**config.mk**
```make
export PLATFORM = sky130hd
export DESIGN_NAME = aplf_ctrl
export DESIGN_NICKNAME = d
export VERILOG_FILES = /design/src/hdl/aplf_pkg.sv /design/src/hdl/aplf_ctrl.sv
export SDC_FILE = /design/constraint.sdc
export NUM_CORES = 1
export LEC_CHECK = 0
export ABC_AREA = 1
export BUFFER_PORTS_ARGS = -buffer_cell sky130_fd_sc_hd__buf_4
export CAP_MARGIN = 25
export CORE_AREA = 2 2 39 41
export CTS_CLUSTER_SIZE = 14
export DETAILED_ROUTE_END_ITERATION = 16
export DIE_AREA = 0 0 41 43
export GPL_TIMING_DRIVEN = 0
export PLACE_DENSITY = 0.6
export SETUP_SLACK_MARGIN = 0.05
export SYNTH_ARGS = -nofsm -noshare
export SYNTH_HDL_FRONTEND = slang
export SYNTH_SLANG_ARGS = --single-unit
```
**constraint.sdc**
```tcl
create_clock -name clk -period 1 [get_ports clk]
set_clock_uncertainty 0.05 [all_clocks]
set_input_delay 0.25 -clock clk [delete_from_list [all_inputs] [get_ports clk]]
set_output_delay 0.25 -clock clk [all_outputs]
set_load 0.005 [all_outputs]
```
**src/hdl/aplf_pkg.sv**
```systemverilog
package aplf_pkg;

  localparam int SAMPLE_W   = 24;
  localparam int PROD_W     = 2 * SAMPLE_W;
  localparam int LAG_W      = 13;
  localparam int OUT_LAG_W  = 12;
  localparam int SUM_W      = 62;
  localparam int MIN_LAG_W  = 12;
  localparam int MAX_LAG_W  = 13;
  localparam int CFG_IDX_W  = 1;
  localparam int CFG_DATA_W = 13;

  // Register indexes
  localparam logic [CFG_IDX_W-1:0] CFG_MIN_LAG = 1'd0;
  localparam logic [CFG_IDX_W-1:0] CFG_MAX_LAG = 1'd1;

  localparam logic [MIN_LAG_W-1:0] MIN_LAG_RST = 12'd44;
  localparam logic [MAX_LAG_W-1:0] MAX_LAG_RST = 13'd2646;

  // Commands from controller to datapath
  typedef struct packed {
    logic load;
    logic search_start;
    logic lag_start;
    logic issue;
    logic compare;
    logic publish;
  } cmd_t;

  // Status from datapath to controller
  typedef struct packed {
    logic lag_done;
    logic lag_empty;
    logic issue_last;
    logic pipe_empty;
    logic out_free;
  } sts_t;

endpackage

```
**src/hdl/aplf_ctrl.sv**
```systemverilog
module aplf_ctrl (
  input  logic          clk,
  input  logic          rst_n,
  input  logic          in_valid,
  input  logic          in_last,
  output logic          in_ready,
  input  aplf_pkg::sts_t sts,
  output aplf_pkg::cmd_t cmd
);

  typedef enum logic [5:0] {
    ST_LOAD    = 6'b000001,
    ST_LAG     = 6'b000010,
    ST_ISSUE   = 6'b000100,
    ST_DRAIN   = 6'b001000,
    ST_CMP     = 6'b010000,
    ST_PUBLISH = 6'b100000
  } state_t;

  state_t state_r, state_nxt;

  always_ff @(posedge clk) begin
    if (!rst_n) begin
      state_r <= ST_LOAD;
    end else begin
      state_r <= state_nxt;
    end
  end

  always_comb begin
    state_nxt = state_r;
    cmd       = '0;
    in_ready  = 1'b0;
    case (state_r)
      ST_LOAD: begin
        in_ready = 1'b1;
        if (in_valid) begin
          cmd.load = 1'b1;
          if (in_last) begin
            cmd.search_start = 1'b1;
            state_nxt        = ST_LAG;
          end
        end
      end
      ST_LAG: begin
        cmd.lag_start = 1'b1;
        if (sts.lag_done) begin
          state_nxt = ST_PUBLISH;
        end else if (sts.lag_empty) begin
          state_nxt = ST_CMP;
        end else begin
          state_nxt = ST_ISSUE;
        end
      end
      ST_ISSUE: begin
        cmd.issue = 1'b1;
        if (sts.issue_last) begin
          state_nxt = ST_DRAIN;
        end
      end
      ST_DRAIN: begin
        if (sts.pipe_empty) begin
          state_nxt = ST_CMP;
        end
      end
      ST_CMP: begin
        cmd.compare = 1'b1;
        state_nxt   = ST_LAG;
      end
      ST_PUBLISH: begin
        if (sts.out_free) begin
          cmd.publish = 1'b1;
          state_nxt   = ST_LOAD;
        end
      end
      default: begin
        state_nxt = ST_LOAD;
      end
    endcase
  end

endmodule

```
==> impl_metrics.env, run 1 <==
export IMPL_ctsHoldBuffers=0
export IMPL_dp_hpwl_um=715
export IMPL_die_h_um=43
export IMPL_antenna_found_initial=0
export IMPL_clkPwrFrac=0.116
export IMPL_synth_area_leader_cell="dfxtp_1"
export IMPL_cts_sinks=6
export IMPL_final_cell_count_no_fill=110
export IMPL_slew_headroom=0.874
export IMPL_yosysSeqAreaShare=0.294
export IMPL_total_power_mw=1.96
export IMPL_setup_violations=13
export IMPL_numCtsBuffers=3
export IMPL_synth_nets=73
export IMPL_fmax_ghz=0.689
export IMPL_cp_num_buf_inv=2
export IMPL_leakagePower_nw=0.375
export IMPL_num_rows=14
export IMPL_ys_types=14
export IMPL_largest_register="state_r"
export IMPL_grt_pass1_wl_mm=1.64
export IMPL_netlist_area_leader_share=0.294
export IMPL_cp_slowest_stage_delay_ns=0.35
export IMPL_core_area_um2=1380
export IMPL_fillers=127
export IMPL_drv_slew=0
export IMPL_cp_max_fo=4
export IMPL_syn_to_final_growth_pct=81.3
export IMPL_ys_warn_count=0
export IMPL_postSynthCellCount=64
export IMPL_violations="negative setup slack"
export IMPL_multi_input_area_um2=302
export IMPL_min_period_ns=1.45
export IMPL_seq_area_um2=130
export IMPL_powerDensity_nw_per_um2=2640
export IMPL_worstPathArrival_ns=1.15
export IMPL_cp_end_kind="primary output"
export IMPL_status="finished with violations"
export IMPL_period_share=1.45
export IMPL_peakVddDrop_uv=1050
export IMPL_avgSynthCellArea_um2=6.39
export IMPL_gp_congestion=0.780
export IMPL_cp_start_kind="flop"
export IMPL_dieArea_um2=1760
export IMPL_overflow=0
export IMPL_post_drt_via_cell_ratio=4.67
export IMPL_grt_max_degree=7
export IMPL_intPower_mw=1.16
export IMPL_rrSetupSlack_ns=-0.34
export IMPL_wire_per_inst_um=10.7
export IMPL_grt_usage=0.136
export IMPL_first_pass_iters=3
export IMPL_largest_reg_flops=6
export IMPL_initial_core_util=0.296
export IMPL_nets=105
export IMPL_drive_gt1_frac=0.649
export IMPL_die_w_um=41
export IMPL_fin_ws_ns=-0.451
export IMPL_antenna_diode_count=0
export IMPL_top_regs="state_r (6)"
export IMPL_post_place_cells=95
export IMPL_rsz0062_at_grt="yes"
export IMPL_num_vias=514
export IMPL_drc=0
export IMPL_worstSetupPathType="reg -> out"
export IMPL_synth_seq_cells=6
export IMPL_htreeDepth=1
export IMPL_crit_required_ns=0.70
export IMPL_synthTopCellsByArea="dfxtp_1, nand2_1, nor2_4"
export IMPL_syn_area_um2=409
export IMPL_hold_viol_final=0
export IMPL_p_seq_frac=0.211
export IMPL_clock_root_buffer="clkbuf_4"
export IMPL_max_cap_violations=0
export IMPL_swShare=0.411
export IMPL_power_share_combinational=0.673
export IMPL_clock_path_buffers=2
export IMPL_num_io_pins=16
export IMPL_clk_pin_slew_ns=0.05
export IMPL_p_sw_uw=805
export IMPL_port_buffers=15
export IMPL_crit_family="simple AND/OR/NAND/NOR gates"
export IMPL_insertion_delay_ns=0.25
export IMPL_cp_slowest_cell="dfxtp_2"
export IMPL_ant_nets=0
export IMPL_holdCritPathClass="in -> reg"
export IMPL_wl_mm=1.18
export IMPL_crit_chain="inv_2 -> nor2_4 -> nand3_2 -> nor2_2 -> buf_4"
export IMPL_worst_pin_slew_ns=0.187
export IMPL_first_global_vias=443
export IMPL_tritoncts="built"
export IMPL_dr_first_iter_drc_count=4
==> routing by layer <==
metal	vias up	part of all wire	GRT usage	routed length (um)
met5	-	0	0	0
met4	0	0.014	0.0600	17
met3	2	0.038	0.0314	45
met2	13	0.54	0.234	640
met1	235	0.40	0.145	474
li1	264	-	-	-
==> stage by stage <==
stage                     utilization  TNS (ns)  setup slack (ns)  area, um2  hold slack, ns
final                           0.536     -4.50            -0.451        742           0.152
after global routing            0.536     -5.29            -0.502        742           0.158
after CTS                       0.495     -4.29            -0.419        686           0.154
after detailed placement        0.404     -1.76            -0.210        559           0.412
after global placement          0.404     -1.67            -0.186        559           0.411
after floorplan                     -    -0.227           -0.0598        427           0.284
==> cells by family (layout without fill, tap and decap cells) <==
group | Yosys count | in the layout | synth area share
AND/OR/NAND/NOR | 44 | 44 | 0.569
buffers and inverters | 11 | 41 | 0.101
flip-flops | 6 | 6 | 0.294
AO/OA/AOI/OAI | 3 | 3 | 0.0367
==> layout make-up <==
type / instances / area share
sequential: 6 / 0.175
tap: 16 / 0.0270
multi-input combinational: 47 / 0.406
inverter: 11 / 0.0556
timing repair buffer: 27 / 0.305
clock buffer: 3 / 0.0304
==> cell usage after synthesis (all sizes together) <==
master and n:
o21ai 1, nor2 17, nor3 1, inv 11, a21oi 2, nand3b 1, nand3 4, dfxtp 6
nand4 4, nor4 1, nand2 16
==> what timing repair did <==
item | in CTS | in global routing
endpoints found under the setup margin | 13 | 13
gates cloned | 0 | 0
pin swaps | 5 | 8
gates resized for setup | 9 | 11
buffers inserted | 8 | 4
==> power by group through the flow <==
stage                     Combinational, mW  Clock, mW  Sequential (mW)
after CTS                              1.04      0.226            0.394
after global routing                   1.45      0.234            0.419
after global placement                0.759          0            0.390
after floorplan                       0.541          0            0.381
final                                  1.32      0.227            0.414
after detailed placement              0.764          0            0.392
==> cell usage in the layout (no fill, tap or decap), drive strengths merged <==
cell type	n
nand3	4
o21ai	1
nor2	17
dfxtp	6
nand3b	1
a21oi	2
nor3	1
inv	11
clkbuf	3
buf	27
nor4	1
nand4	4
nand2	16
==> path summary, 6_finish.rpt <==
| check | endpoint | cells after the start | start |
|---|---|---|---|
| worst min-delay path | state_r[0]$_SDFFE_PN1P_ | 2 | rst_n |
| worst max register to register | state_r[3]$_SDFFE_PN0P_ | 9 | state_r[2]$_SDFFE_PN0P_ |
| worst max-delay path | cmd[4] | 5 | state_r[0]$_SDFFE_PN1P_ |
| worst min register to register | state_r[3]$_SDFFE_PN0P_ | 3 | state_r[3]$_SDFFE_PN0P_ |
No activity file was read; power rests on OpenSTA's default activity.
==> run 2: changes to the inputs <==
--- a/config.mk
+++ b/config.mk
@@ -12,8 +12,7 @@
 export CTS_CLUSTER_SIZE = 14
 export DETAILED_ROUTE_END_ITERATION = 16
 export DIE_AREA = 0 0 41 43
-export GPL_TIMING_DRIVEN = 0
-export PLACE_DENSITY = 0.6
+export PLACE_DENSITY = 0.64
 export SETUP_SLACK_MARGIN = 0.05
 export SYNTH_ARGS = -nofsm -noshare
 export SYNTH_HDL_FRONTEND = slang
==> run 2 against run 1 <==
Net effect:
- the run still ends with negative setup slack left
- clock power down 6%
- worst hold slack better by 0.039 ns
- highest routed layer is now met3
- register-to-register slack about the same
- utilization down 0.90 points
- non-clock buffer count up 2
- critical path depth down 1
- wire length down 5.3%
- largest power group unchanged
==> impl_metrics.env, run 2 (synthesis results as in run 1) <==
export IMPL_slew_headroom=0.855
export IMPL_cts_sinks=6
export IMPL_cp_max_fo=5
export IMPL_gp_congestion=0.807
export IMPL_fmax_ghz=0.700
export IMPL_startpoint="state_r[3]$_SDFFE_PN0P_"
export IMPL_post_place_cells=99
export IMPL_grt_usage=0.137
export IMPL_rsz0062_at_grt="yes"
export IMPL_total_power_mw=1.70
export IMPL_intPower_uw=999
export IMPL_cp_start_kind="flop"
export IMPL_worstSetupPathType="reg -> out"
export IMPL_max_cap_violations=0
export IMPL_holdCritPathClass="in -> reg"
export IMPL_crit_family="simple AND/OR/NAND/NOR gates"
export IMPL_grt_max_degree=8
export IMPL_cp_num_buf_inv=1
export IMPL_largest_register="state_r"
export IMPL_final_cell_mix="buf_4, nand2_1, inv_1"
export IMPL_wire_per_inst_um=9.95
export IMPL_antenna_found_initial=0
export IMPL_cp_slowest_stage_delay_ns=0.35
export IMPL_insertion_delay_ns=0.24
export IMPL_initial_core_util=0.296
export IMPL_swShare=0.412
export IMPL_p_sw_uw=701
export IMPL_drv_slew=0
export IMPL_clk_pin_slew_ns=0.04
export IMPL_ctsHoldBuffers=0
export IMPL_first_pass_iters=4
export IMPL_tns_ns=-4.28
export IMPL_crit_chain="nor2_4 -> nand2_2 -> nor4_2 -> buf_4"
export IMPL_num_rows=14
export IMPL_drive_gt1_frac=0.604
export IMPL_core_area_um2=1380
export IMPL_period_share=1.43
export IMPL_dieArea_um2=1760
export IMPL_final_common_cell="buf_4"
export IMPL_hold_viol_final=0
export IMPL_cp_slowest_cell="dfxtp_4"
export IMPL_dp_hpwl_um=800
export IMPL_status="finished with violations"
export IMPL_port_buffers=15
export IMPL_worstHoldStart="rst_n"
export IMPL_grt_pass1_wl_mm=1.68
export IMPL_power_share_combinational=0.636
export IMPL_ant_nets=0
export IMPL_die_h_um=43
export IMPL_setup_violations=13
export IMPL_min_period_ns=1.43
export IMPL_post_drt_via_cell_ratio=4.58
export IMPL_wl_mm=1.11
export IMPL_die_w_um=41
export IMPL_nets=107
export IMPL_peakVddDrop_uv=847
export IMPL_final_cell_count_no_fill=112
export IMPL_num_io_pins=16
export IMPL_num_vias=513
export IMPL_dr_first_iter_drc_count=13
export IMPL_cp_end_kind="primary output"
export IMPL_overflow=0
export IMPL_tritoncts="built"
export IMPL_worstPathArrival_ns=1.13
export IMPL_syn_to_final_growth_pct=78.3
export IMPL_p_seq_frac=0.238
export IMPL_numCtsBuffers=3
export IMPL_first_global_vias=446
export IMPL_worstReg2RegStart="state_r[3]$_SDFFE_PN0P_"
export IMPL_violations="negative setup slack"
export IMPL_htreeDepth=1
export IMPL_powerDensity_nw_per_um2=2330
export IMPL_clock_path_buffers=2
export IMPL_antenna_diode_count=0
export IMPL_crit_required_ns=0.70
export IMPL_clock_root_buffer="clkbuf_4"
export IMPL_clkPwrFrac=0.126
export IMPL_leakagePower_nw=0.375
export IMPL_top_regs="state_r (6)"
export IMPL_fin_ws_ns=-0.428
export IMPL_largest_reg_flops=6
export IMPL_worst_pin_slew_ns=0.216
export IMPL_drc=0
[run 2: through the flow]
stage                     setup WS, ns  hold WS, ns  utilization  instance area (um2)
after CTS                       -0.420        0.185        0.496                  687
final                           -0.428        0.191        0.527                  729
after global placement          -0.186        0.430        0.426                  589
after global routing            -0.492        0.187        0.527                  729
after detailed placement        -0.196        0.428        0.426                  589
after floorplan                -0.0598        0.284            -                  427
[run 2: timing repair]
action / CTS / global route
pin swaps: 3 / 6
cloned: 0 / 0
endpoints found under the setup margin: 13 / 13
setup buffers: 6 / 4
resized for setup: 10 / 5
[run 2: final timing paths]
kind / end / slack [ns] / depth (start not counted)
setup reg to reg: state_r[0]$_SDFFE_PN1P_ / -0.34 / 8
hold / removal: state_r[0]$_SDFFE_PN1P_ / 0.19 / 2
setup / recovery: cmd[0] / -0.43 / 4
hold reg to reg: state_r[3]$_SDFFE_PN0P_ / 0.57 / 3
[run 2: power groups by stage]
| stage | registers [mW] | logic [mW] | clock network [mW] |
|---|---|---|---|
| after floorplan | 0.381 | 0.541 | 0 |
| after global placement | 0.389 | 0.806 | 0 |
| after detailed placement | 0.390 | 0.810 | 0 |
| after CTS | 0.399 | 0.957 | 0.218 |
| after global routing | 0.414 | 1.19 | 0.230 |
| final | 0.405 | 1.08 | 0.214 |
[run 2: per-layer routing]
metal  vias up  share of wire  global-route usage
met4         0              0              0.0800
met5         -              0                   0
met3         0          0.039                   0
li1        269              -                   -
met1       229           0.37               0.148
met2        15           0.59               0.244
[run 2: cell type report]
class	instances	area, um2
repair buffers	29	229
clock buffers	3	22.5
well taps	16	20.0
fillers	130	654
inverters	11	41.3
flip-flops and latches	6	133
multi-input cells	47	284
==> run 3: changes to the inputs <==
--- a/config.mk
+++ b/config.mk
@@ -5,13 +5,13 @@
 export SDC_FILE = /design/constraint.sdc
 export NUM_CORES = 1
 export LEC_CHECK = 0
-export ABC_AREA = 1
 export BUFFER_PORTS_ARGS = -buffer_cell sky130_fd_sc_hd__buf_4
 export CAP_MARGIN = 25
 export CORE_AREA = 2 2 39 41
 export CTS_CLUSTER_SIZE = 14
 export DETAILED_ROUTE_END_ITERATION = 16
 export DIE_AREA = 0 0 41 43
+export MAX_ROUTING_LAYER = met4
 export PLACE_DENSITY = 0.64
 export SETUP_SLACK_MARGIN = 0.05
 export SYNTH_ARGS = -nofsm -noshare
==> run 3 against run 2 <==
Net effect:
- the run still ends with negative setup slack left
- register-to-register slack worse by 0.34 ns
- wire length increased by 21%
- global-route usage rose by 4.5 points
- critical path type unchanged
- sequential share of layout area shrank 2.2 points
- area after synthesis is 0.61% higher
- sequential power fell by 27%
- combinational power is 34% lower
- die area unchanged
- largest cell class unchanged
==> impl_metrics.env, run 3 <==
export IMPL_status="finished with violations"
export IMPL_violations="negative setup slack"
export IMPL_fin_ws_ns=-0.951
export IMPL_cts_sinks=6
export IMPL_synth_edff_count=0
export IMPL_min_path_cells=2
export IMPL_synthArstFlopShare=0
export IMPL_antenna_diode_count=0
export IMPL_avgSynthCellArea_um2=8.40
export IMPL_rsz0062_at_grt="yes"
export IMPL_final_common_cell="buf_4"
export IMPL_period_share=1.95
export IMPL_ys_warn_count=0
export IMPL_initial_core_util=0.297
export IMPL_yosysMostFrequentCell="dfxtp_1"
export IMPL_worstPathArrival_ns=1.65
export IMPL_p_sw_uw=419
export IMPL_drv_slew=0
export IMPL_top_regs="state_r (6)"
export IMPL_synth_area_leader_cell="dfxtp_1"
export IMPL_crit_required_ns=0.70
export IMPL_syn_to_final_growth_pct=91.8
export IMPL_fmax_ghz=0.512
export IMPL_slew_headroom=0.756
export IMPL_largest_register="state_r"
export IMPL_clock_root_buffer="clkbuf_4"
export IMPL_grt_pass1_wl_mm=2.07
export IMPL_intPower_uw=819
export IMPL_syn_area_um2=412
export IMPL_cp_end_kind="primary output"
export IMPL_htreeDepth=1
export IMPL_dp_hpwl_mm=1.02
export IMPL_num_io_pins=16
export IMPL_clkPwrFrac=0.184
export IMPL_final_cell_mix="buf_4, buf_6, nand2_1"
export IMPL_tritoncts="built"
export IMPL_crit_family="simple AND/OR/NAND/NOR gates"
export IMPL_synthTopCellsByArea="dfxtp_1, o221ai_4, o32a_1"
export IMPL_cp_num_cells=4
export IMPL_post_drt_via_cell_ratio=4.97
export IMPL_synth_seq_cells=6
export IMPL_drc=0
export IMPL_min_period_ns=1.95
export IMPL_max_cap_violations=0
export IMPL_worstRegToRegCells=4
export IMPL_first_global_vias=500
export IMPL_port_buffers=15
export IMPL_hold_viol_final=0
export IMPL_p_seq_frac=0.238
export IMPL_worst_pin_slew_ns=0.365
export IMPL_clk_pin_slew_ns=0.05
export IMPL_wire_per_inst_um=13.2
export IMPL_worstSetupPathType="reg -> out"
export IMPL_postSynthCellCount=49
export IMPL_synth_main_ff_cell="dfxtp_1"
export IMPL_powerDensity_nw_per_um2=1570
export IMPL_die_h_um=43
export IMPL_crit_chain="or4_4 -> nor3b_4 -> and2_1 -> buf_4"
export IMPL_dieArea_um2=1760
export IMPL_overflow=0
export IMPL_cp_max_fo=3
export IMPL_numCtsBuffers=3
export IMPL_peakVddDrop_uv=829
export IMPL_drive_gt1_frac=0.616
export IMPL_wl_mm=1.34
export IMPL_largest_reg_flops=6
export IMPL_core_area_um2=1380
export IMPL_num_vias=507
export IMPL_swShare=0.338
export IMPL_insertion_delay_ns=0.25
export IMPL_netlist_area_leader_share=0.292
export IMPL_ctsHoldBuffers=0
export IMPL_ant_nets=0
export IMPL_nets=97
export IMPL_first_pass_iters=4
export IMPL_leakagePower_nw=0.355
export IMPL_cp_slowest_stage_delay_ns=0.54
export IMPL_tns_ns=-9.38
export IMPL_setup_violations=13
export IMPL_cp_start_kind="flop"
export IMPL_final_cell_count_no_fill=102
export IMPL_cp_slowest_cell="or4_4"
export IMPL_ys_types=26
export IMPL_yosysSeqAreaShare=0.292
export IMPL_num_rows=14
export IMPL_gp_congestion=0.760
export IMPL_power_share_combinational=0.578
export IMPL_grt_usage=0.181
export IMPL_grt_max_degree=8
export IMPL_clock_path_buffers=2
export IMPL_synth_common_cells="dfxtp_1, inv_1, nand2_1, nor2_1, nor3_1"
export IMPL_dr_first_iter_drc_count=3
export IMPL_post_place_cells=93
export IMPL_cp_num_buf_inv=1
export IMPL_die_w_um=41
export IMPL_holdCritPathClass="in -> reg"
export IMPL_synth_nets=58
export IMPL_antenna_found_initial=0
-- run 3: cell types whose count changed in the layout (fill, tap and decap cells not counted), sizes merged, moves of 4 or more --
cell / previous run / this run
nand4: 4 / 0
nand3: 4 / 0
buf: 29 / 35
inv: 11 / 5
nor2: 17 / 5
nand2: 16 / 5
-- run 3: what timing repair did --
item	in CTS	in global routing
pin swaps	8	3
buffers inserted	4	2
endpoints found under the setup margin	13	13
gates cloned	0	0
gates resized for setup	11	6
-- run 3: final timing paths --
check | start | to | slack, ns
max reg2reg | state_r[0]$_SDFFE_PN1P_ | state_r[5]$_SDFFE_PN0P_ | -0.68
max | state_r[4]$_SDFFE_PN0P_ | cmd[5] | -0.95
min reg2reg | state_r[5]$_SDFFE_PN0P_ | state_r[5]$_SDFFE_PN0P_ | 0.60
min | rst_n | state_r[0]$_SDFFE_PN1P_ | 0.18
-- run 3: area by class of cell --
| type | count | area, um2 |
|---|---|---|
| Inverter | 5 | 18.8 |
| Clock buffer | 3 | 22.5 |
| Sequential cell | 6 | 126 |
| Tap cell | 16 | 20.0 |
| Multi-Input combinational cell | 37 | 313 |
| Fill cell | 142 | 594 |
| Timing Repair Buffer | 35 | 289 |
-- run 3: stage by stage --
step / setup slack, ns / utilization / hold WS (ns) / total power [mW] / cell area (um2)
6_report: -0.951 / 0.571 / 0.180 / 1.24 / 790
3_3_place_gp: -0.643 / 0.474 / 0.438 / 0.830 / 656
4_1_cts: -0.922 / 0.543 / 0.177 / 1.20 / 752
3_5_place_dp: -0.652 / 0.474 / 0.440 / 0.845 / 656
5_1_grt: -1.02 / 0.571 / 0.183 / 1.31 / 790
2_1_floorplan: -0.646 / - / 0.289 / 0.602 / 429
-- run 3: cell families after synthesis --
logic type	after synthesis	synth area share
xor gates and xnor gates	1	0.0213
and+or+nand+nor	25	0.362
DFF	6	0.292
AOI/OAI and AO/OA	11	0.252
buffers and inverters	6	0.0730
-- run 3: power by group through the flow --
stage	clock network, mW	registers, mW	logic (mW)
after floorplan	0	0.295	0.307
after global placement	0	0.294	0.535
after detailed placement	0	0.294	0.551
after CTS	0.231	0.294	0.679
after global routing	0.253	0.296	0.759
final	0.227	0.295	0.716
-- run 3: routing by layer --
metal	up-vias	GRT usage	routed length (um)
met3	5	0.0314	30
li1	258	-	-
met1	231	0.200	553
met2	13	0.300	712
met5	-	-	0
met4	0	0.0800	48
